**config.mk**
```make
export PLATFORM = sky130hd
export DESIGN_NAME = hsv_saturation_boost
export DESIGN_NICKNAME = d
export VERILOG_FILES = /design/src/hw/rtl/hsb_pkg.sv /design/src/hw/rtl/hsb_hue.sv /design/src/hw/rtl/hsb_div_stage.sv /design/src/hw/rtl/hsb_rebuild.sv /design/src/hw/rtl/hsv_saturation_boost.sv
export SDC_FILE = /design/constraint.sdc
export NUM_CORES = 2
export LEC_CHECK = 0
export ABC_AREA = 1
export BUFFER_PORTS_ARGS = -buffer_cell sky130_fd_sc_hd__buf_2
export CORE_MARGIN = 10
export CORE_UTILIZATION = 30
export DETAILED_ROUTE_END_ITERATION = 8
export RECOVER_POWER = 50
export REMOVE_ABC_BUFFERS = 1
export SYNTH_ARGS = -nofsm -noshare
export SYNTH_HDL_FRONTEND = slang
export SYNTH_SLANG_ARGS = --single-unit
```
**constraint.sdc**
```tcl
create_clock -name clk -period 17.7 [get_ports clk]
set_clock_uncertainty 0.15 [all_clocks]
set_input_delay 1.77 -clock clk [delete_from_list [all_inputs] [get_ports clk]]
set_output_delay 1.77 -clock clk [all_outputs]
set_load 0.1 [all_outputs]
```
**src/hw/rtl/hsb_pkg.sv**
```systemverilog
// Shared types, constants and helpers for the HSV saturation boost pipeline.
`default_nettype none

package hsb_pkg;

    localparam int PORT_W           = 8;
    localparam int GAIN_W           = 12;
    localparam int GAIN_RESET       = 333;
    localparam int FRAC_W           = 16;
    localparam int CHANNEL_BITS_DEF = 8;
    localparam int DIV_STAGES       = 8;
    localparam int DIV_BITS         = 2;
    localparam int PIPE_LATENCY     = 13;

    localparam logic [FRAC_W:0] ONE_Q16 = {1'b1, {FRAC_W{1'b0}}};

    // Hue sectors, named by the colors they span.
    typedef enum logic [2:0] {
        SEC_R_Y = 3'd0,
        SEC_Y_G = 3'd1,
        SEC_G_C = 3'd2,
        SEC_C_B = 3'd3,
        SEC_B_M = 3'd4,
        SEC_M_R = 3'd5
    } sector_t;

    // State carried through the two divider chains.
    typedef struct packed {
        logic [PORT_W-1:0] v;
        logic [PORT_W-1:0] delta;
        logic              clamp;
        logic              gray;
        sector_t           sector;
        logic [PORT_W-1:0] sr;
        logic [FRAC_W-1:0] sl;
        logic [FRAC_W-1:0] sq;
        logic [PORT_W-1:0] fr;
        logic [FRAC_W-1:0] fq;
    } hsb_div_t;

    function automatic logic [PORT_W-1:0] chan_max(
        input logic [PORT_W-1:0] a,
        input logic [PORT_W-1:0] b,
        input logic [PORT_W-1:0] c
    );
        logic [PORT_W-1:0] m;
        begin
            m = a;
            if (b > m)
            begin
                m = b;
            end
            if (c > m)
            begin
                m = c;
            end
            return m;
        end
    endfunction

endpackage

`default_nettype wire

```
**src/hw/rtl/hsb_hue.sv**
```systemverilog
// Front end: max, delta, hue sector and remainder, then the saturation product.
`default_nettype none

module hsb_hue
    import hsb_pkg::*;
#(
    parameter int CHANNEL_BITS = CHANNEL_BITS_DEF
)
(
    input  wire logic              clk,
    input  wire logic              rst_n,
    input  wire logic              in_valid,
    input  wire logic [PORT_W-1:0] red,
    input  wire logic [PORT_W-1:0] green,
    input  wire logic [PORT_W-1:0] blue,
    input  wire logic [GAIN_W-1:0] gain,
    output logic                   out_valid,
    output hsb_div_t               out_data
);

    localparam int CW = (CHANNEL_BITS < PORT_W) ? CHANNEL_BITS : PORT_W;
    localparam logic [PORT_W-1:0] CH_MASK = {PORT_W{1'b1}} >> (PORT_W - CW);
    localparam int PW = PORT_W + GAIN_W;

    logic [PORT_W-1:0] r, g, b, v, mn, delta, a, c, d, hrem;
    sector_t           base, sec;

    logic              vld1_reg;
    logic [PORT_W-1:0] v1_reg, delta1_reg, hrem1_reg;
    sector_t           sec1_reg;

    logic [PW-1:0]     prod;
    hsb_div_t          init;
    logic              vld2_reg;
    hsb_div_t          data2_reg;

    always_comb
    begin
        r = red & CH_MASK;
        g = green & CH_MASK;
        b = blue & CH_MASK;
        v = r;
        if (g > v)
        begin
            v = g;
        end
        if (b > v)
        begin
            v = b;
        end
        mn = r;
        if (g < mn)
        begin
            mn = g;
        end
        if (b < mn)
        begin
            mn = b;
        end
        delta = v - mn;
        // red checked first, then green
        if (r >= v)
        begin
            a = g;
            c = b;
            base = SEC_R_Y;
        end
        else if (g >= v)
        begin
            a = b;
            c = r;
            base = SEC_G_C;
        end
        else
        begin
            a = r;
            c = g;
            base = SEC_B_M;
        end
        if (a >= c)
        begin
            d = a - c;
            if (d == delta)
            begin
                // lands exactly on the next sector boundary
                sec  = sector_t'(base + 3'd1);
                hrem = '0;
            end
            else
            begin
                sec  = base;
                hrem = d;
            end
        end
        else
        begin
            d    = c - a;
            hrem = delta - d;
            sec  = (base == SEC_R_Y) ? SEC_M_R : sector_t'(base - 3'd1);
        end
    end

    always_ff @(posedge clk or negedge rst_n)
    begin
        if (!rst_n)
        begin
            vld1_reg <= 1'b0;
        end
        else
        begin
            vld1_reg <= in_valid;
        end
    end

    always_ff @(posedge clk)
    begin
        v1_reg     <= v;
        delta1_reg <= delta;
        hrem1_reg  <= hrem;
        sec1_reg   <= sec;
    end

    always_comb
    begin
        prod        = PW'(delta1_reg) * PW'(gain);
        init.v      = v1_reg;
        init.delta  = delta1_reg;
        // s saturates when delta*gain >= 256*v
        init.clamp  = prod >= {{(PW-PORT_W-8){1'b0}}, v1_reg, 8'h00};
        init.gray   = (delta1_reg == '0);
        init.sector = sec1_reg;
        init.sr     = prod[PORT_W+7:8];
        init.sl     = {prod[7:0], {(FRAC_W-8){1'b0}}};
        init.sq     = '0;
        init.fr     = hrem1_reg;
        init.fq     = '0;
    end

    always_ff @(posedge clk or negedge rst_n)
    begin
        if (!rst_n)
        begin
            vld2_reg <= 1'b0;
        end
        else
        begin
            vld2_reg <= vld1_reg;
        end
    end

    always_ff @(posedge clk)
    begin
        data2_reg <= init;
    end

    assign out_valid = vld2_reg;
    assign out_data  = data2_reg;

endmodule

`default_nettype wire

```
**src/hw/rtl/hsb_div_stage.sv**
```systemverilog
// One registered step of the saturation and hue-fraction dividers.
`default_nettype none

module hsb_div_stage
    import hsb_pkg::*;
(
    input  wire logic     clk,
    input  wire logic     rst_n,
    input  wire logic     in_valid,
    input  hsb_div_t      in_data,
    output logic          out_valid,
    output hsb_div_t      out_data
);

    hsb_div_t        nxt;
    logic [PORT_W:0] ts, tf;
    logic            vld_reg;
    hsb_div_t        data_reg;

    // restoring division, DIV_BITS quotient bits per stage for both chains
    always_comb
    begin
        nxt = in_data;
        for (int i = 0; i < DIV_BITS; i++)
        begin
            ts = {nxt.sr, nxt.sl[FRAC_W-1]};
            nxt.sl = {nxt.sl[FRAC_W-2:0], 1'b0};
            if (ts >= {1'b0, nxt.v})
            begin
                ts     = ts - {1'b0, nxt.v};
                nxt.sq = {nxt.sq[FRAC_W-2:0], 1'b1};
            end
            else
            begin
                nxt.sq = {nxt.sq[FRAC_W-2:0], 1'b0};
            end
            nxt.sr = ts[PORT_W-1:0];

            tf = {nxt.fr, 1'b0};
            if (tf >= {1'b0, nxt.delta})
            begin
                tf     = tf - {1'b0, nxt.delta};
                nxt.fq = {nxt.fq[FRAC_W-2:0], 1'b1};
            end
            else
            begin
                nxt.fq = {nxt.fq[FRAC_W-2:0], 1'b0};
            end
            nxt.fr = tf[PORT_W-1:0];
        end
    end

    always_ff @(posedge clk or negedge rst_n)
    begin
        if (!rst_n)
        begin
            vld_reg <= 1'b0;
        end
        else
        begin
            vld_reg <= in_valid;
        end
    end

    always_ff @(posedge clk)
    begin
        data_reg <= nxt;
    end

    assign out_valid = vld_reg;
    assign out_data  = data_reg;

endmodule

`default_nettype wire

```
**src/hw/rtl/hsb_rebuild.sv**
```systemverilog
// Back end: p, q, t products and sector selection into the output registers.
`default_nettype none

module hsb_rebuild
    import hsb_pkg::*;
#(
    parameter int CHANNEL_BITS = CHANNEL_BITS_DEF
)
(
    input  wire logic              clk,
    input  wire logic              rst_n,
    input  wire logic              in_valid,
    input  hsb_div_t               in_data,
    output logic                   done,
    output logic [PORT_W-1:0]      red,
    output logic [PORT_W-1:0]      green,
    output logic [PORT_W-1:0]      blue
);

    localparam int CW = (CHANNEL_BITS < PORT_W) ? CHANNEL_BITS : PORT_W;
    localparam logic [PORT_W-1:0] CH_MASK = {PORT_W{1'b1}} >> (PORT_W - CW);
    localparam int SW = FRAC_W + 1;
    localparam int MW = 2 * SW;
    localparam int VW = PORT_W + SW;

    logic [SW-1:0]     s, f_c;
    logic [MW-1:0]     sf, sg;

    logic              vld1_reg, zero1_reg;
    logic [PORT_W-1:0] v1_reg;
    sector_t           sec1_reg;
    logic [SW-1:0]     xp1_reg, xq1_reg, xt1_reg;

    logic [VW-1:0]     pp, pq, pt;
    logic              vld2_reg, zero2_reg;
    logic [PORT_W-1:0] v2_reg, p2_reg, q2_reg, t2_reg;
    sector_t           sec2_reg;

    logic [PORT_W-1:0] r_next, g_next, b_next;
    logic              done_reg;
    logic [PORT_W-1:0] red_reg, green_reg, blue_reg;

    always_comb
    begin
        s   = in_data.clamp ? ONE_Q16 : {1'b0, in_data.sq};
        f_c = ONE_Q16 - {1'b0, in_data.fq};
        sf  = MW'(s) * MW'({1'b0, in_data.fq});
        sg  = MW'(s) * MW'(f_c);
    end

    always_ff @(posedge clk or negedge rst_n)
    begin
        if (!rst_n)
        begin
            vld1_reg <= 1'b0;
            vld2_reg <= 1'b0;
            done_reg <= 1'b0;
        end
        else
        begin
            vld1_reg <= in_valid;
            vld2_reg <= vld1_reg;
            done_reg <= vld2_reg;
        end
    end

    always_ff @(posedge clk)
    begin
        zero1_reg <= in_data.gray || (s == '0);
        v1_reg    <= in_data.v;
        sec1_reg  <= in_data.sector;
        xp1_reg   <= ONE_Q16 - s;
        xq1_reg   <= ONE_Q16 - sf[MW-2:FRAC_W];
        xt1_reg   <= ONE_Q16 - sg[MW-2:FRAC_W];
    end

    always_comb
    begin
        pp = VW'(v1_reg) * VW'(xp1_reg);
        pq = VW'(v1_reg) * VW'(xq1_reg);
        pt = VW'(v1_reg) * VW'(xt1_reg);
    end

    always_ff @(posedge clk)
    begin
        zero2_reg <= zero1_reg;
        v2_reg    <= v1_reg;
        sec2_reg  <= sec1_reg;
        p2_reg    <= pp[FRAC_W+PORT_W-1:FRAC_W];
        q2_reg    <= pq[FRAC_W+PORT_W-1:FRAC_W];
        t2_reg    <= pt[FRAC_W+PORT_W-1:FRAC_W];
    end

    always_comb
    begin
        if (zero2_reg)
        begin
            r_next = v2_reg;
            g_next = v2_reg;
            b_next = v2_reg;
        end
        else
        begin
            case (sec2_reg)
                SEC_R_Y: begin r_next = v2_reg; g_next = t2_reg; b_next = p2_reg; end
                SEC_Y_G: begin r_next = q2_reg; g_next = v2_reg; b_next = p2_reg; end
                SEC_G_C: begin r_next = p2_reg; g_next = v2_reg; b_next = t2_reg; end
                SEC_C_B: begin r_next = p2_reg; g_next = q2_reg; b_next = v2_reg; end
                SEC_B_M: begin r_next = t2_reg; g_next = p2_reg; b_next = v2_reg; end
                default: begin r_next = v2_reg; g_next = p2_reg; b_next = q2_reg; end
            endcase
        end
    end

    always_ff @(posedge clk)
    begin
        red_reg   <= r_next & CH_MASK;
        green_reg <= g_next & CH_MASK;
        blue_reg  <= b_next & CH_MASK;
    end

    assign done  = done_reg;
    assign red   = red_reg;
    assign green = green_reg;
    assign blue  = blue_reg;

endmodule

`default_nettype wire

```
**src/hw/rtl/hsv_saturation_boost.sv**
```systemverilog
// Top level of the per-pixel HSV saturation boost pipeline.
// A result strobes on done once the start transfer has passed the hue, divider and rebuild registers.
// Throughput: one pixel per cycle; busy is always low, since every stage
// advances each cycle and the receiver cannot hold results off.
// The pipe length is set by the 16-bit dividers, two quotient bits per stage.
// Reset: rst_n clears all valid bits and sets the saturation gain to 333.
`default_nettype none

module hsv_saturation_boost
    import hsb_pkg::*;
#(
    parameter int CHANNEL_BITS = CHANNEL_BITS_DEF
)
(
    input  wire logic              clk,
    input  wire logic              rst_n,
    input  wire logic              start,
    output logic                   busy,
    input  wire logic [PORT_W-1:0] red_in,
    input  wire logic [PORT_W-1:0] green_in,
    input  wire logic [PORT_W-1:0] blue_in,
    input  wire logic              cfg_write,
    input  wire logic [GAIN_W-1:0] cfg_data,
    output logic                   done,
    output logic [PORT_W-1:0]      red_out,
    output logic [PORT_W-1:0]      green_out,
    output logic [PORT_W-1:0]      blue_out
);

    localparam int CW = (CHANNEL_BITS < PORT_W) ? CHANNEL_BITS : PORT_W;
    localparam logic [PORT_W-1:0] CH_MASK = {PORT_W{1'b1}} >> (PORT_W - CW);

    // Saturation gain, 8 fraction bits. Write it only while the pipe is empty; the block does not enforce this.
    logic [GAIN_W-1:0] gain_reg;

    always_ff @(posedge clk or negedge rst_n)
    begin
        if (!rst_n)
        begin
            gain_reg <= GAIN_W'(GAIN_RESET);
        end
        else if (cfg_write)
        begin
            gain_reg <= cfg_data;
        end
    end

    // No backpressure anywhere in the pipe.
    assign busy = 1'b0;

    logic     accept;
    assign accept = start && !busy;

    // Front end: two stages (hue analysis, saturation product).
    logic     div_vld  [0:DIV_STAGES];
    hsb_div_t div_data [0:DIV_STAGES];

    hsb_hue #(
        .CHANNEL_BITS (CHANNEL_BITS)
    ) u_hue (
        .clk       (clk),
        .rst_n     (rst_n),
        .in_valid  (accept),
        .red       (red_in),
        .green     (green_in),
        .blue      (blue_in),
        .gain      (gain_reg),
        .out_valid (div_vld[0]),
        .out_data  (div_data[0])
    );

    // Divider chain: saturation = delta*gain*256/v and hue fraction,
    // both 16 quotient bits, two per stage.
    for (genvar k = 0; k < DIV_STAGES; k++)
    begin : g_div
        hsb_div_stage u_stage (
            .clk       (clk),
            .rst_n     (rst_n),
            .in_valid  (div_vld[k]),
            .in_data   (div_data[k]),
            .out_valid (div_vld[k+1]),
            .out_data  (div_data[k+1])
        );
    end

    // Back end: products for p, q, t and the sector mux.
    hsb_rebuild #(
        .CHANNEL_BITS (CHANNEL_BITS)
    ) u_rebuild (
        .clk      (clk),
        .rst_n    (rst_n),
        .in_valid (div_vld[DIV_STAGES]),
        .in_data  (div_data[DIV_STAGES]),
        .done     (done),
        .red      (red_out),
        .green    (green_out),
        .blue     (blue_out)
    );

    logic [PORT_W-1:0] in_max, out_max;
    assign in_max  = chan_max(red_in & CH_MASK, green_in & CH_MASK, blue_in & CH_MASK);
    assign out_max = chan_max(red_out, green_out, blue_out);

    // Every result traces back to a transfer exactly the pipe depth earlier.
    a_done_from_start: assert property (@(posedge clk) disable iff (!rst_n)
        done |-> $past(accept, PIPE_LATENCY))
        else $error("result without matching start transfer");

    // Value (max channel) is preserved by the saturation change.
    a_value_kept: assert property (@(posedge clk) disable iff (!rst_n)
        done |-> out_max == $past(in_max, PIPE_LATENCY))
        else $error("max channel changed");

    // Gray pixels come out gray (all three channels equal).
    a_gray_pass: assert property (@(posedge clk) disable iff (!rst_n)
        done && $past(red_in == green_in && green_in == blue_in, PIPE_LATENCY)
        |-> red_out == green_out && green_out == blue_out)
        else $error("gray pixel altered");

endmodule

`default_nettype wire

```
==> out/results.ini <==
[logic_synthesis]
post_synth_inst_count = 7399
mean_area_per_synthesized_cell_um2 = 8.217
synth-edff-count = 0
synth_area_um2 = 60790
primary_ff_master_synth = sky130_fd_sc_hd__dfxtp_1
synth-seq-cells = 648
synth.yosys.seq_area_share_pct = 21.55
postSynth.asyncResetShare_pct = 3.858
synthesis.yosys.warnings = 0
synth_cell_type_count = 64

[route]
routedWlPerCell_um = 14.30
num_vias = 45650
detail_route.iter0.violations = 2398
drc_errors = 0
routed_wl_um = 143800
detail-route-antenna-nets = 0
drtPass1Iterations = 5
avgViaCountPerCell = 4.540

[min_path]
hold-path-cell-count = 0
min-delay-path-class = reg2reg
hold_path_end = g_div[4].u_stage.out_data[2]$_DFF_P_
hold_path.startpoint = g_div[3].u_stage.out_data[0]$_DFF_P_

[worst_setup_path]
timing.critical_path.slowest_cell_delay_ps = 1340
reg2regPathDepth = 31
reg2reg_slack_ps = 6290
crit_required_ps = 18090
cp-end-kind = flop
criticalPathCategory = reg2reg
crit_path_start_kind = flop
critical_path.reg2reg.startpoint = g_div[7].u_stage.out_data[68]$_DFF_P_
timing.critical_path.slowest_stage_cell = sky130_fd_sc_hd__clkinv_1
timing.critical_path.fanout_max = 25
worst-endpoint-arrival_ps = 11800
critical_path.reg2reg.endpoint = u_rebuild.xq1_reg[16]$_DFF_P_

[placement]
hpwl_um = 115500
io_buffer_count = 64
routabilityCongestion = 0.8620

[floorplan]
rows = 165
core_um2 = 201900
die_h_um = 470.2
die_w_um = 470.2
top_level_pins = 66
die-area_um2 = 221100
start_util_pct = 30.11

[clocking]
cts.hold.buffers_added = 0
cts_htree_levels = 3
cts-root-buf = sky130_fd_sc_hd__clkbuf_16
numClockSinks = 648
clk-insertion-delay-late_ps = 680
ctsResizeCount = 0
cts.clk_slew.worst_paths_ps = 60
post_cts_buffers = 0
cts_inserted_buffers = 72
cts_tree = yes
buffer_depth_of_the_longest_clock_path = 3

[timing]
final_report_max_slew_violation_count = 443
timing.final.crit_period_ps = 11410
setup_repair_after_global_routing_missed_its_margin = false
maxClockFrequency_mhz = 87.62
final_hold_violation_count = 0
setup_viol_count_final = 0
layout_worst_path_cycle_share_pct = 64.48
timing.max_slew.rel_slack_pct = -108.7
worstMarginPinSlew_ps = 3131
totalNegativeSetupSlack_ps = 0

[global_routing]
grt_max_degree = 53
globalRoute.totalOverflow = 0
grt.total_usage_pct = 13.05
first_global_vias = 48380
antenna_found_initial = 7
grt_first_pass_wirelength_um = 243500

[status]
status = finished, violations left
failing_checks = capacitance limit, slew limit

[layout]
num_antenna_cells = 0
layout.nets = 8825
mostFrequentLayoutCells = sky130_fd_sc_hd__inv_1, sky130_fd_sc_hd__nand2_1, sky130_fd_sc_hd__fa_1, sky130_fd_sc_hd__ha_1, sky130_fd_sc_hd__dfxtp_1
fillerInstances = 21080
syn_to_final_growth_pct = 8.916
largest_reg_flops = 428
mostFrequentLayoutCell = sky130_fd_sc_hd__inv_1
final_layout_size_suffix_gt1_share_pct = 3.724

[job]
drv.max_cap_violation_count = 9

Yosys cell counts (28+ instances only):
| cell type | number | share of area [%] |
|---|---|---|
| sky130_fd_sc_hd__a21oi_1 | 305 | 2.5 |
| sky130_fd_sc_hd__dfxtp_1 | 623 | 21 |
| sky130_fd_sc_hd__nand4_1 | 49 | 0.50 |
| sky130_fd_sc_hd__o21bai_1 | 32 | 0.40 |
| sky130_fd_sc_hd__nor3_1 | 62 | 0.51 |
| sky130_fd_sc_hd__o21ai_0 | 312 | 2.6 |
| sky130_fd_sc_hd__nand3_1 | 118 | 0.97 |
| sky130_fd_sc_hd__nand2_1 | 1540 | 9.5 |
| sky130_fd_sc_hd__clkbuf_2 | 40 | 0.33 |
| sky130_fd_sc_hd__fa_1 | 779 | 26 |
| sky130_fd_sc_hd__ha_1 | 675 | 14 |
| sky130_fd_sc_hd__xnor2_1 | 107 | 1.5 |
| sky130_fd_sc_hd__clkbuf_1 | 177 | 1.1 |
| sky130_fd_sc_hd__xor2_1 | 199 | 2.9 |
| sky130_fd_sc_hd__inv_1 | 1607 | 9.9 |
| sky130_fd_sc_hd__nor2_1 | 471 | 2.9 |
| sky130_fd_sc_hd__o22ai_1 | 28 | 0.29 |
stage by stage:
stage	util (%)	hold slack [ps]	instances	instance area [um2]	setup WS, ps
floorplan	-	159.6	7164	59850	9338
detailed placement	31.57	162.0	9929	63750	7081
global placement	31.57	159.9	9929	63750	7261
finish	32.79	154.8	10060	66210	6287
global route	32.79	150.5	10060	66210	5558
CTS	32.81	135.8	10060	66250	7725
routing by layer:
metal | vias to the layer above | global-route usage, % | share of wire, %
li1 | 22360 | - | -
met1 | 21930 | 16.87 | 45
met2 | 1100 | 22.35 | 47
met3 | 259 | 1.957 | 5.2
met4 | 2 | 4.055 | 3.0
met5 | - | 0 | 0.0070
final cells by class:
cell class                      count  area, um2  area share (%)
Multi-Input combinational cell   4884      40630           61.35
Sequential cell                   648      13110           19.80
Inverter                         1632       6128           9.255
Tap cell                         2672       3343           5.049
Clock buffer                       88       1974           2.982
Clock inverter                     40      525.5          0.7936
Timing Repair Buffer               93      504.2          0.7615
how the worst max path moves through the flow:
stage / start / end / slack (ps) / cells past startpoint
final: g_div[7].u_stage.out_data[68]$_DFF_P_ / u_rebuild.xq1_reg[16]$_DFF_P_ / 6290 / 31
after global routing: g_div[7].u_stage.out_data[68]$_DFF_P_ / u_rebuild.xq1_reg[16]$_DFF_P_ / 5560 / 32
after CTS: g_div[7].u_stage.out_data[68]$_DFF_P_ / u_rebuild.xq1_reg[16]$_DFF_P_ / 7720 / 33
after detailed placement: red_in[7] / u_hue.hrem1_reg[2]$_DFF_P_ / 7080 / 43
after global placement: red_in[7] / u_hue.hrem1_reg[4]$_DFF_P_ / 7260 / 42
after floorplan: red_in[3] / u_hue.hrem1_reg[2]$_DFF_P_ / 9340 / 44
kinds of logic (layout without fill, tap and decap cells):
logic type               count (synthesis)  count (layout)  synth area share, %
multiplexers                            14              14               0.2593
other                                    1               1             0.006168
adder cells (fa/ha/maj)               1454            1454                39.54
buffers and inverters                 1867            1853                11.63
flip-flops                             648             648                21.55
AO/OA/AOI/OAI                          807             807                7.419
XOR/XNOR                               306             306                4.408
AND/OR/NAND/NOR                       2302            2302                15.17
critical path: cells and delay by family (launching register included):
family / cells / cell delay (ps)
xor gates and xnor gates: 2 / 440
DFF: 1 / 300
and+or+nand+nor: 9 / 2460
adders and majority gates: 8 / 3560
AOI/OAI and AO/OA: 4 / 820
buffers and inverters: 8 / 3580
Power is not shown: default switching activity piles up to over one toggle a cycle in this logic, so the estimate is an artifact.
